## config.mk

```make
export PLATFORM = sky130hd
export DESIGN_NAME = salc_ram
export DESIGN_NICKNAME = d
export VERILOG_FILES = /design/src/hw/rtl/salc_ram.sv
export SDC_FILE = /design/constraint.sdc
export NUM_CORES = 1
export LEC_CHECK = 0
export ABC_AREA = 1
export BUFFER_PORTS_ARGS = -buffer_cell sky130_fd_sc_hd__buf_2
export CORE_ASPECT_RATIO = 0.6
export CORE_MARGIN = 2
export CORE_UTILIZATION = 56
export DETAILED_ROUTE_END_ITERATION = 12
export PLACE_DENSITY = 0.86
export SLEW_MARGIN = 20
export SYNTH_ARGS = -nofsm -noshare
export SYNTH_HDL_FRONTEND = slang
export SYNTH_SLANG_ARGS = --single-unit
export TNS_END_PERCENT = 10
```

## constraint.sdc

```tcl
create_clock -name clk -period 1.4 [get_ports clk]
set_clock_uncertainty 0.15 [all_clocks]
set_input_delay 0.28 -clock clk [delete_from_list [all_inputs] [get_ports clk]]
set_output_delay 0.28 -clock clk [all_outputs]
set_load 0.05 [all_outputs]
```

## src/hw/rtl/salc_ram.sv

```systemverilog
// ----------------------------------------------------------------------------
// salc_ram
// Simple dual-port synchronous RAM, one write and one registered read port.
// ----------------------------------------------------------------------------
module salc_ram #(
    parameter int DATA_W = 8,
    parameter int ADDR_W = 5
) (
    input  logic              clk,
    input  logic              we,
    input  logic [ADDR_W-1:0] waddr,
    input  logic [DATA_W-1:0] wdata,
    input  logic              re,
    input  logic [ADDR_W-1:0] raddr,
    output logic [DATA_W-1:0] rdata
);

    logic [DATA_W-1:0] mem [2**ADDR_W];
    logic [DATA_W-1:0] rdata_reg;

    // Read returns the old contents on a same-address write
    always_ff @(posedge clk)
    begin
        if (we)
        begin
            mem[waddr] <= wdata;
        end
        if (re)
        begin
            rdata_reg <= mem[raddr];
        end
    end

    assign rdata = rdata_reg;

endmodule

```

==> results.yml, run 1 <==
power_and_ir_drop:
  p_leak_uw: 0.00481
  p_per_area_nw_per_um2: 1270
  max-vdd-ir-drop_v: 0.000924
timing:
  finalSetupViolations: 11
  fin_ws_ns: -0.247
  slew_viol_final: 0
  tightestPinTransition_ns: 0.771
  slew_headroom_pct: 48.6
  rsz0062_at_grt: "yes"
  min_period_ns: 1.65
  post-route-period-util_pct: 118
  hold_viol_final: 0
  hold-worst-slack_ns: 0.0681
  fmax_mhz: 607
global_route:
  track_usage_pct: 27.0
  grt_pass1_wl_um: 40900
  overflow: 0
  antenna_found_initial: 0
  grt_max_degree: 60
  first_global_vias: 6995
  grt_most_used_layer: "met1"
  met2_usage_pct: 39.2
  grtUsageMet3_pct: 8.64
  gr-usage-met1_pct: 40.8
cts:
  worstSkewPairLatency_ns: 0.51
  cts_buffers: 23
  htree_levels: 1
  clock_path_buffers: 3
  cts.sinks: 264
  root_buffer: "clkbuf_16"
  cts_tree: "built"
  clk_pin_slew_ns: 0.07
worst_hold_path:
  hp-class: "input pin to flop"
logic_synthesis:
  ys_seq_elements: 264
  syn_nets: 943
  netlist_area_um2: 10900
  yosysWarnings: 0
  ys_types: 11
  ys_seq_area_share_pct: 73.0
  synth_cells: 922
  syn_area_per_cell_um2: 11.8
final_layout:
  syn_to_final_growth_pct: 16.6
  area.sequential_um2: 7930
  nFillCells: 1336
  postLayoutCellArea_um2: 12700
  antennaDiodeCount: 0
  fin_nets: 1028
  final_core_util_pct: 66.6
  largest_reg_flops: 256
  drive_above_1_share_pct: 18.1
  multi_input_area_um2: 2730
run_status:
  status: "finished, violations left"
  violations: "negative setup slack"
critical_path:
  path_cells: "buf_6"
  cp-end-kind: "output port"
  path_buf_inv: 1
  crit_required_ns: 0.97
  path_delay_family: "flip-flops"
  path_class: "flop to output port"
  cpPeakStageDelay_ns: 0.50
  cp_data_arrival_time_ns: 1.22
  cp-start-kind: "flop"
  cpMaxStageDelayCell: "edfxtp_1"
  worstPathMaxFanout: 1
detailed_routing:
  vias_per_cell: 5.91
  drt-wirelength-per-cell_um: 21.7
  wl_um: 27500
  drt.antenna.violating_nets: 0
  drtIter0Drc: 1127
  drt-pass1-iter-count: 5
  drc: 0
  vias: 7482
placed_design:
  io_buffers: 28
  place_ws_ns: -0.493
  place_congestion: 0.848
  dpl_cell_area_um2: 11700
  hpwlAfterDp_um: 17700
floorplanning:
  rows: 39
  core_um2: 19000
  ioPinCount: 29
  die_w_um: 184
  initial_utilization_pct: 57.1
  die-area_um2: 20600
  die_y_um: 112
run:
  cap_violations: 0
## final cells by class
cell class / instances / share of cell area, %
clock buffer: 31 / 4.78
tap: 246 / 2.43
timing repair buffer: 112 / 7.90
sequential: 264 / 62.6
multi-input combinational: 596 / 21.6
inverter: 10 / 0.306
clock inverter: 8 / 0.444
## cell usage in the layout, fill, tap and decap left out
cell,count
buf_12,14
buf_2,19
buf_4,70
buf_6,8
bufinv_16,1
clkbuf_1,8
clkbuf_16,23
clkinv_1,7
clkinv_2,1
dlygate4sd3_1,1
edfxtp_1,264
inv_1,8
inv_2,1
nand2_1,357
nand2_2,3
nand3_1,159
nand3_2,44
nand3_4,1
nor2_1,32
## layer usage
layer	part of all wire (%)	wire, µm	up-vias
met5	0	0	-
met1	40	11000	3541
met4	1.7	478	0
met2	43	11800	517
li1	-	-	3377
met3	15	4230	47
## final timing paths
kind / from / end / slack [ns] / cells after the start
min: raddr[4] / rdata[5]$_DFFE_PP_ / 0.07 / 3
max: rdata[0]$_DFFE_PP_ / rdata[0] / -0.25 / 1
min reg2reg: mem[10][5]$_DFFE_PP_ / rdata[5]$_DFFE_PP_ / 0.71 / 8
max reg2reg: mem[17][6]$_DFFE_PP_ / rdata[6]$_DFFE_PP_ / -0.03 / 8
## logic make-up after synthesis
group / synth area share (%)
AND/OR/NAND/NOR: 22.9
flip-flops: 73.0
buffers and inverters: 4.11
## per-stage QoR
| stage | instances | TNS [ns] | total power (µW) |
|---|---|---|---|
| after CTS | 1267 | -1.42 | 16100 |
| after floorplan | 922 | -11.74 | 9720 |
| after global placement | 1227 | -18.12 | 10200 |
| after global routing | 1267 | -1.99 | 16500 |
| final | 1267 | -1.42 | 16100 |
| after detailed placement | 1227 | -27.49 | 10300 |
## cell usage after synthesis
cell      instances  area, µm²
buf_1             2       7.51
buf_2            15       75.1
buf_4             4       30.0
buf_6            24        270
clkbuf_1          7       26.3
edfxtp_1        264       7930
inv_1             8       30.0
inv_2             2       7.51
nand2_1         360       1350
nand3_1         204       1020
nor2_1           32        120
## power by group
group	leakage [µW]	internal [µW]	switching, µW
combinational	0.00211	424	935
sequential	0.00239	8820	46.0
clock	0.000318	3190	2660
## what timing repair did
item	4_1_cts	5_1_grt
hold buffers	1	0
hold endpoints to repair	3	0
gates resized for setup	33	32
buffers inserted	0	0
setup endpoints to repair	13	16
pin swaps	3	14
(Power assumes the default switching activity.)
==> run 2, diff against run 1 <==
- CORE_UTILIZATION: 56 -> 65
- PLACE_DENSITY: 0.86 -> 0.93
- clock period: 1.4 -> 2 ns (I/O delays scaled with it)
==> run 2 against run 1 <==
Effect of this change: the flow now finishes without violations; wire length fell by 5.4%; cell count fell by 3.7%; combinational power fell by 40%; non-clock buffer count fell by 26; first-iteration DRC count fell by 3.7%; critical path type unchanged; largest power group unchanged.
==> results.yml, run 2 (synthesis results as in run 1) <==
run_status:
  status: "finished, final reports clean"
detailed_routing:
  drt.antenna.violating_nets: 0
  wl_um: 26000
  drc: 0
  drt-pass1-iter-count: 6
  vias: 7450
  drtIter0Drc: 1085
  vias_per_cell: 6.11
  drt-wirelength-per-cell_um: 21.3
floorplanning:
  rows: 36
  die_y_um: 104
  die_w_um: 171
  ioPinCount: 29
  die-area_um2: 17800
  initial_utilization_pct: 66.6
  core_um2: 16300
final_layout:
  final_common_cell: "nand2_1"
  nFillCells: 1047
  most-common-layout-cells: "nand2_1, edfxtp_1, nand3_1"
  drive_above_1_share_pct: 11.4
  fin_nets: 1001
  largest_reg_flops: 256
  final_core_util_pct: 74.0
  antennaDiodeCount: 0
  syn_to_final_growth_pct: 11.0
worst_hold_path:
  hp-class: "input pin to flop"
  hold_depth: 1
cts:
  worstSkewPairLatency_ns: 0.52
  ctsHoldBuffers: 0
  htree_levels: 1
  clock_path_buffers: 3
  cts_setup_buffers: 0
  cts_tree: "built"
  cts_resized: 0
  cts_buffers: 22
  root_buffer: "clkbuf_16"
  clk_pin_slew_ns: 0.07
  cts.sinks: 264
critical_path:
  path_delay_family: "flip-flops"
  cp-start-kind: "flop"
  path_buf_inv: 1
  r2r_start: "mem[19][5]$_DFFE_PP_"
  cp_data_arrival_time_ns: 1.25
  crit_required_ns: 1.45
  critical_path_depth: 1
  cpPeakStageDelay_ns: 0.44
  cp-end-kind: "output port"
  startpoint: "rdata[4]$_DFFE_PP_"
  worstPathMaxFanout: 1
  rr_endpoint: "rdata[5]$_DFFE_PP_"
  cpMaxStageDelayCell: "edfxtp_1"
  cp-endpoint: "rdata[4]"
  rrSetupSlack_ns: 0.53
  path_class: "flop to output port"
  reg2reg_depth: 8
  path_cells: "buf_2"
timing:
  hold_viol_final: 0
  slew_headroom_pct: 50.4
  finalSetupViolations: 0
  min_period_ns: 1.80
  rsz0062_at_grt: "no"
  fmax_mhz: 555
  fin_ws_ns: 0.197
  tightestPinTransition_ns: 0.745
  post-route-period-util_pct: 90.2
  slew_viol_final: 0
run:
  cap_violations: 0
power_and_ir_drop:
  p_leak_uw: 0.00454
  p_per_area_nw_per_um2: 906
  max-vdd-ir-drop_v: 0.000839
placed_design:
  hpwlAfterDp_um: 15700
  io_buffers: 28
  place_congestion: 0.907
  place_ws_ns: -0.0594
global_route:
  antenna_found_initial: 0
  track_usage_pct: 30.3
  overflow: 0
  grt_max_degree: 129
  grt_pass1_wl_um: 39800
  first_global_vias: 7318
## run 2: changes by cell type in the layout (fill, tap and decap cells not counted), sizes merged
cell,change
buf,-25
dlygate4sd3,-1
bufinv,-1
clkinv,-2
## run 2: cell type report
class	instances	area [µm²]	share of cell area, %
sequential	264	7930	65.7
multi-input combinational	596	2490	20.7
timing repair buffer	86	691	5.73
clock buffer	31	606	5.02
tap	228	285	2.37
inverter	10	38.8	0.322
clock inverter	5	21.3	0.176
## run 2: routing by layer
metal	GRT usage, %	vias to the layer above	part of all wire [%]
met4	10.4	0	3.1
met1	43.3	3553	38
met5	0	-	0
li1	-	3306	-
met2	46.2	513	46
met3	7.61	78	13
## run 2: where the power goes
part	switching (µW)	internal, µW
Clock	1810	2100
Combinational	601	219
Sequential	27.9	6170
## run 2: worst min path at each step
stage | startpoint | end | slack [ns]
2_1_floorplan | wdata[0] | mem[0][0]$_DFFE_PP_ | 0.35
3_3_place_gp | re | rdata[6]$_DFFE_PP_ | 0.62
3_5_place_dp | re | rdata[6]$_DFFE_PP_ | 0.62
4_1_cts | re | rdata[1]$_DFFE_PP_ | 0.10
5_1_grt | re | rdata[1]$_DFFE_PP_ | 0.1
6_report | re | rdata[1]$_DFFE_PP_ | 0.11
## run 2: stage by stage
| step | hold slack (ns) | cell area [µm²] | power [µW] | instances | setup TNS [ns] |
|---|---|---|---|---|---|
| after floorplan | 0.349 | 10900 | 6800 | 922 | 0 |
| after global placement | 0.621 | 11400 | 7080 | 1184 | 0 |
| after detailed placement | 0.624 | 11400 | 7120 | 1184 | -0.0721 |
| after CTS | 0.102 | 12100 | 10900 | 1220 | 0 |
| after global routing | 0.0986 | 12100 | 11200 | 1220 | 0 |
| final | 0.108 | 12100 | 10900 | 1220 | 0 |
==> run 3, diff against run 2 <==
- ABC_AREA: 1 -> not set
- PLACE_DENSITY: 0.93 -> 0.83
==> run 3 against run 2 <==
Effect of this change: the flow now finishes with violations (negative setup slack); wire length shrank 18%; register-to-register slack lost 0.67 ns; total power grew 1.2%; global-route usage shrank 2.9 points; critical path type is now flop to flop; critical endpoint is now rdata[1]$_DFFE_PP_; hold slack gained 0.015 ns; non-clock buffer count shrank 11.
==> results.yml, run 3 <==
power_and_ir_drop:
  max-vdd-ir-drop_v: 0.000739
  p_leak_uw: 0.00373
  p_per_area_nw_per_um2: 955
detailed_routing:
  wl_um: 21200
  drtIter0Drc: 646
  drt-pass1-iter-count: 5
  drc: 0
  vias: 4747
  vias_per_cell: 6.64
  drt.antenna.violating_nets: 0
  drt-wirelength-per-cell_um: 29.7
critical_path:
  cpMaxStageDelayCell: "mux4_2"
  cp_data_arrival_time_ns: 2.24
  cpPeakStageDelay_ns: 0.56
  path_buf_inv: 0
  reg2reg_depth: 3
  r2r_start: "mem[31][1]$_DFFE_PP_"
  path_delay_family: "multiplexers"
  path_class: "flop to flop"
  cp-end-kind: "flop"
  rrSetupSlack_ns: -0.14
  worst_path_most_repeated_cell: "mux4_2"
  cp-start-kind: "flop"
  path_cells: "mux4_2 -> mux4_2 -> mux2_4"
  rr_endpoint: "rdata[1]$_DFFE_PP_"
  worstPathMaxFanout: 1
  crit_required_ns: 2.10
timing:
  rsz0062_at_grt: "yes"
  tightestPinTransition_ns: 0.658
  post-route-period-util_pct: 107
  min_period_ns: 2.14
  fmax_mhz: 468
  slew_viol_final: 0
  hold_viol_final: 0
  fin_ws_ns: -0.137
  finalSetupViolations: 8
  hold-worst-slack_ns: 0.123
  slew_headroom_pct: 56.2
cts:
  cts_setup_buffers: 0
  clock_path_buffers: 3
  worstSkewPairLatency_ns: 0.50
  clk_pin_slew_ns: 0.07
  cts_tree: "built"
  cts.sinks: 264
  htree_levels: 1
  root_buffer: "clkbuf_16"
  cts_buffers: 23
floorplanning:
  die_w_um: 165
  initial_utilization_pct: 66.3
  die-area_um2: 16600
  ioPinCount: 29
  core_um2: 15300
  die_y_um: 101
  rows: 35
final_layout:
  final_common_cell: "edfxtp_1"
  syn_to_final_growth_pct: 14.3
  largest_reg_flops: 256
  nFillCells: 794
  antennaDiodeCount: 0
  postLayoutCellArea_um2: 11600
  fin_cells: 715
  most-common-layout-cells: "edfxtp_1, mux4_2, buf_4"
  fin_nets: 518
  drive_above_1_share_pct: 37.9
global_route:
  grt_max_degree: 33
  track_usage_pct: 27.4
  antenna_found_initial: 0
  overflow: 0
  grt_pass1_wl_um: 31300
  first_global_vias: 4696
run:
  cap_violations: 0
logic_synthesis:
  synth_area_leaders: "edfxtp_1, mux4_2, nor2_1"
  synth_area_leader_cell: "edfxtp_1"
  synth_edf_count: 264
  ys_seq_elements: 264
  synthTopCellsByCount: "edfxtp_1, mux4_2, nor2_1, mux2_2"
  syn_area_per_cell_um2: 24.3
  syn_nets: 438
  synth_top_area_share_pct: 78.2
  ys_types: 14
  yosys_most_used_dff: "edfxtp_1"
  post-synth-top-count-cell: "edfxtp_1"
  ys_seq_area_share_pct: 78.2
  async_flop_share_pct: 0
  netlist_area_um2: 10100
  yosysWarnings: 0
  synth_cells: 417
placed_design:
  io_buffers: 28
  place_inst: 675
  dpl_cell_area_um2: 10900
  hpwlAfterDp_um: 13500
  place_congestion: 0.845
worst_hold_path:
  hp-class: "input pin to flop"
  whs_endpoint: "rdata[7]$_DFFE_PP_"
  hold_start: "re"
  hold_depth: 1
run_status:
  status: "finished, violations left"
  violations: "negative setup slack"
-- run 3: cell types whose count changed after synthesis, sizes merged, moves of 8 or more --
cell and delta:
inv -10, buf -31, nand3 -202, mux2 +8, mux4 +80, nand2 -359
-- run 3: through the flow --
step	setup WS (ns)	power, µW	utilization [%]	TNS [ns]
2_1_floorplan	-0.286	6720	-	-2.29
3_3_place_gp	-0.586	6970	71.2	-4.43
3_5_place_dp	-0.597	6990	71.2	-4.55
6_report	-0.137	11100	75.8	-0.725
5_1_grt	-0.153	11400	75.8	-0.914
4_1_cts	-0.124	11100	75.8	-0.649
-- run 3: final cells by class --
type / instances / area, µm² / area share [%]
clock buffers: 28 / 594 / 5.13
clock inverters: 12 / 101 / 0.875
multi-input cells: 133 / 2110 / 18.2
flip-flops and latches: 264 / 7930 / 68.4
well taps: 203 / 254 / 2.19
repair buffers: 75 / 599 / 5.17
-- run 3: how the worst max path moves through the flow --
| stage | startpoint | endpoint | slack [ns] | cells after the start |
|---|---|---|---|---|
| after floorplan | raddr[0] | rdata[0]$_DFFE_PP_ | -0.29 | 5 |
| after global placement | raddr[0] | rdata[7]$_DFFE_PP_ | -0.59 | 5 |
| after detailed placement | raddr[0] | rdata[1]$_DFFE_PP_ | -0.60 | 5 |
| after CTS | mem[31][1]$_DFFE_PP_ | rdata[1]$_DFFE_PP_ | -0.12 | 3 |
| after global routing | mem[27][1]$_DFFE_PP_ | rdata[1]$_DFFE_PP_ | -0.15 | 3 |
| final | mem[31][1]$_DFFE_PP_ | rdata[1]$_DFFE_PP_ | -0.14 | 3 |
-- run 3: cell families after synthesis --
group | after synthesis | share of synthesized area (%)
multiplexers | 88 | 18.7
buffers and inverters | 20 | 1.05
flip-flops | 264 | 78.2
AND/OR/NAND/NOR | 45 | 2.05
-- run 3: what timing repair did --
| action | 4_1_cts | 5_1_grt |
|---|---|---|
| hold buffers | 0 | 0 |
| endpoints found under the setup margin | 8 | 8 |
| gates resized for setup | 4 | 0 |
| endpoints found under the hold margin | 0 | 0 |
-- run 3: power by group --
group,total (µW),internal [µW],leakage (µW),switching [µW]
sequential,6200,6170,0.00238,24.8
combinational,679,287,0.00100,393
clock,4190,2360,0.000340,1830
total,11100,8820,0.00373,2250
-- run 3: routing by layer --
layer | wire length, µm | global-route usage [%]
met1 | 8930 | 45.1
met2 | 9180 | 37.9
met3 | 2740 | 7.82
met4 | 363 | 5.28
met5 | 0 | 0
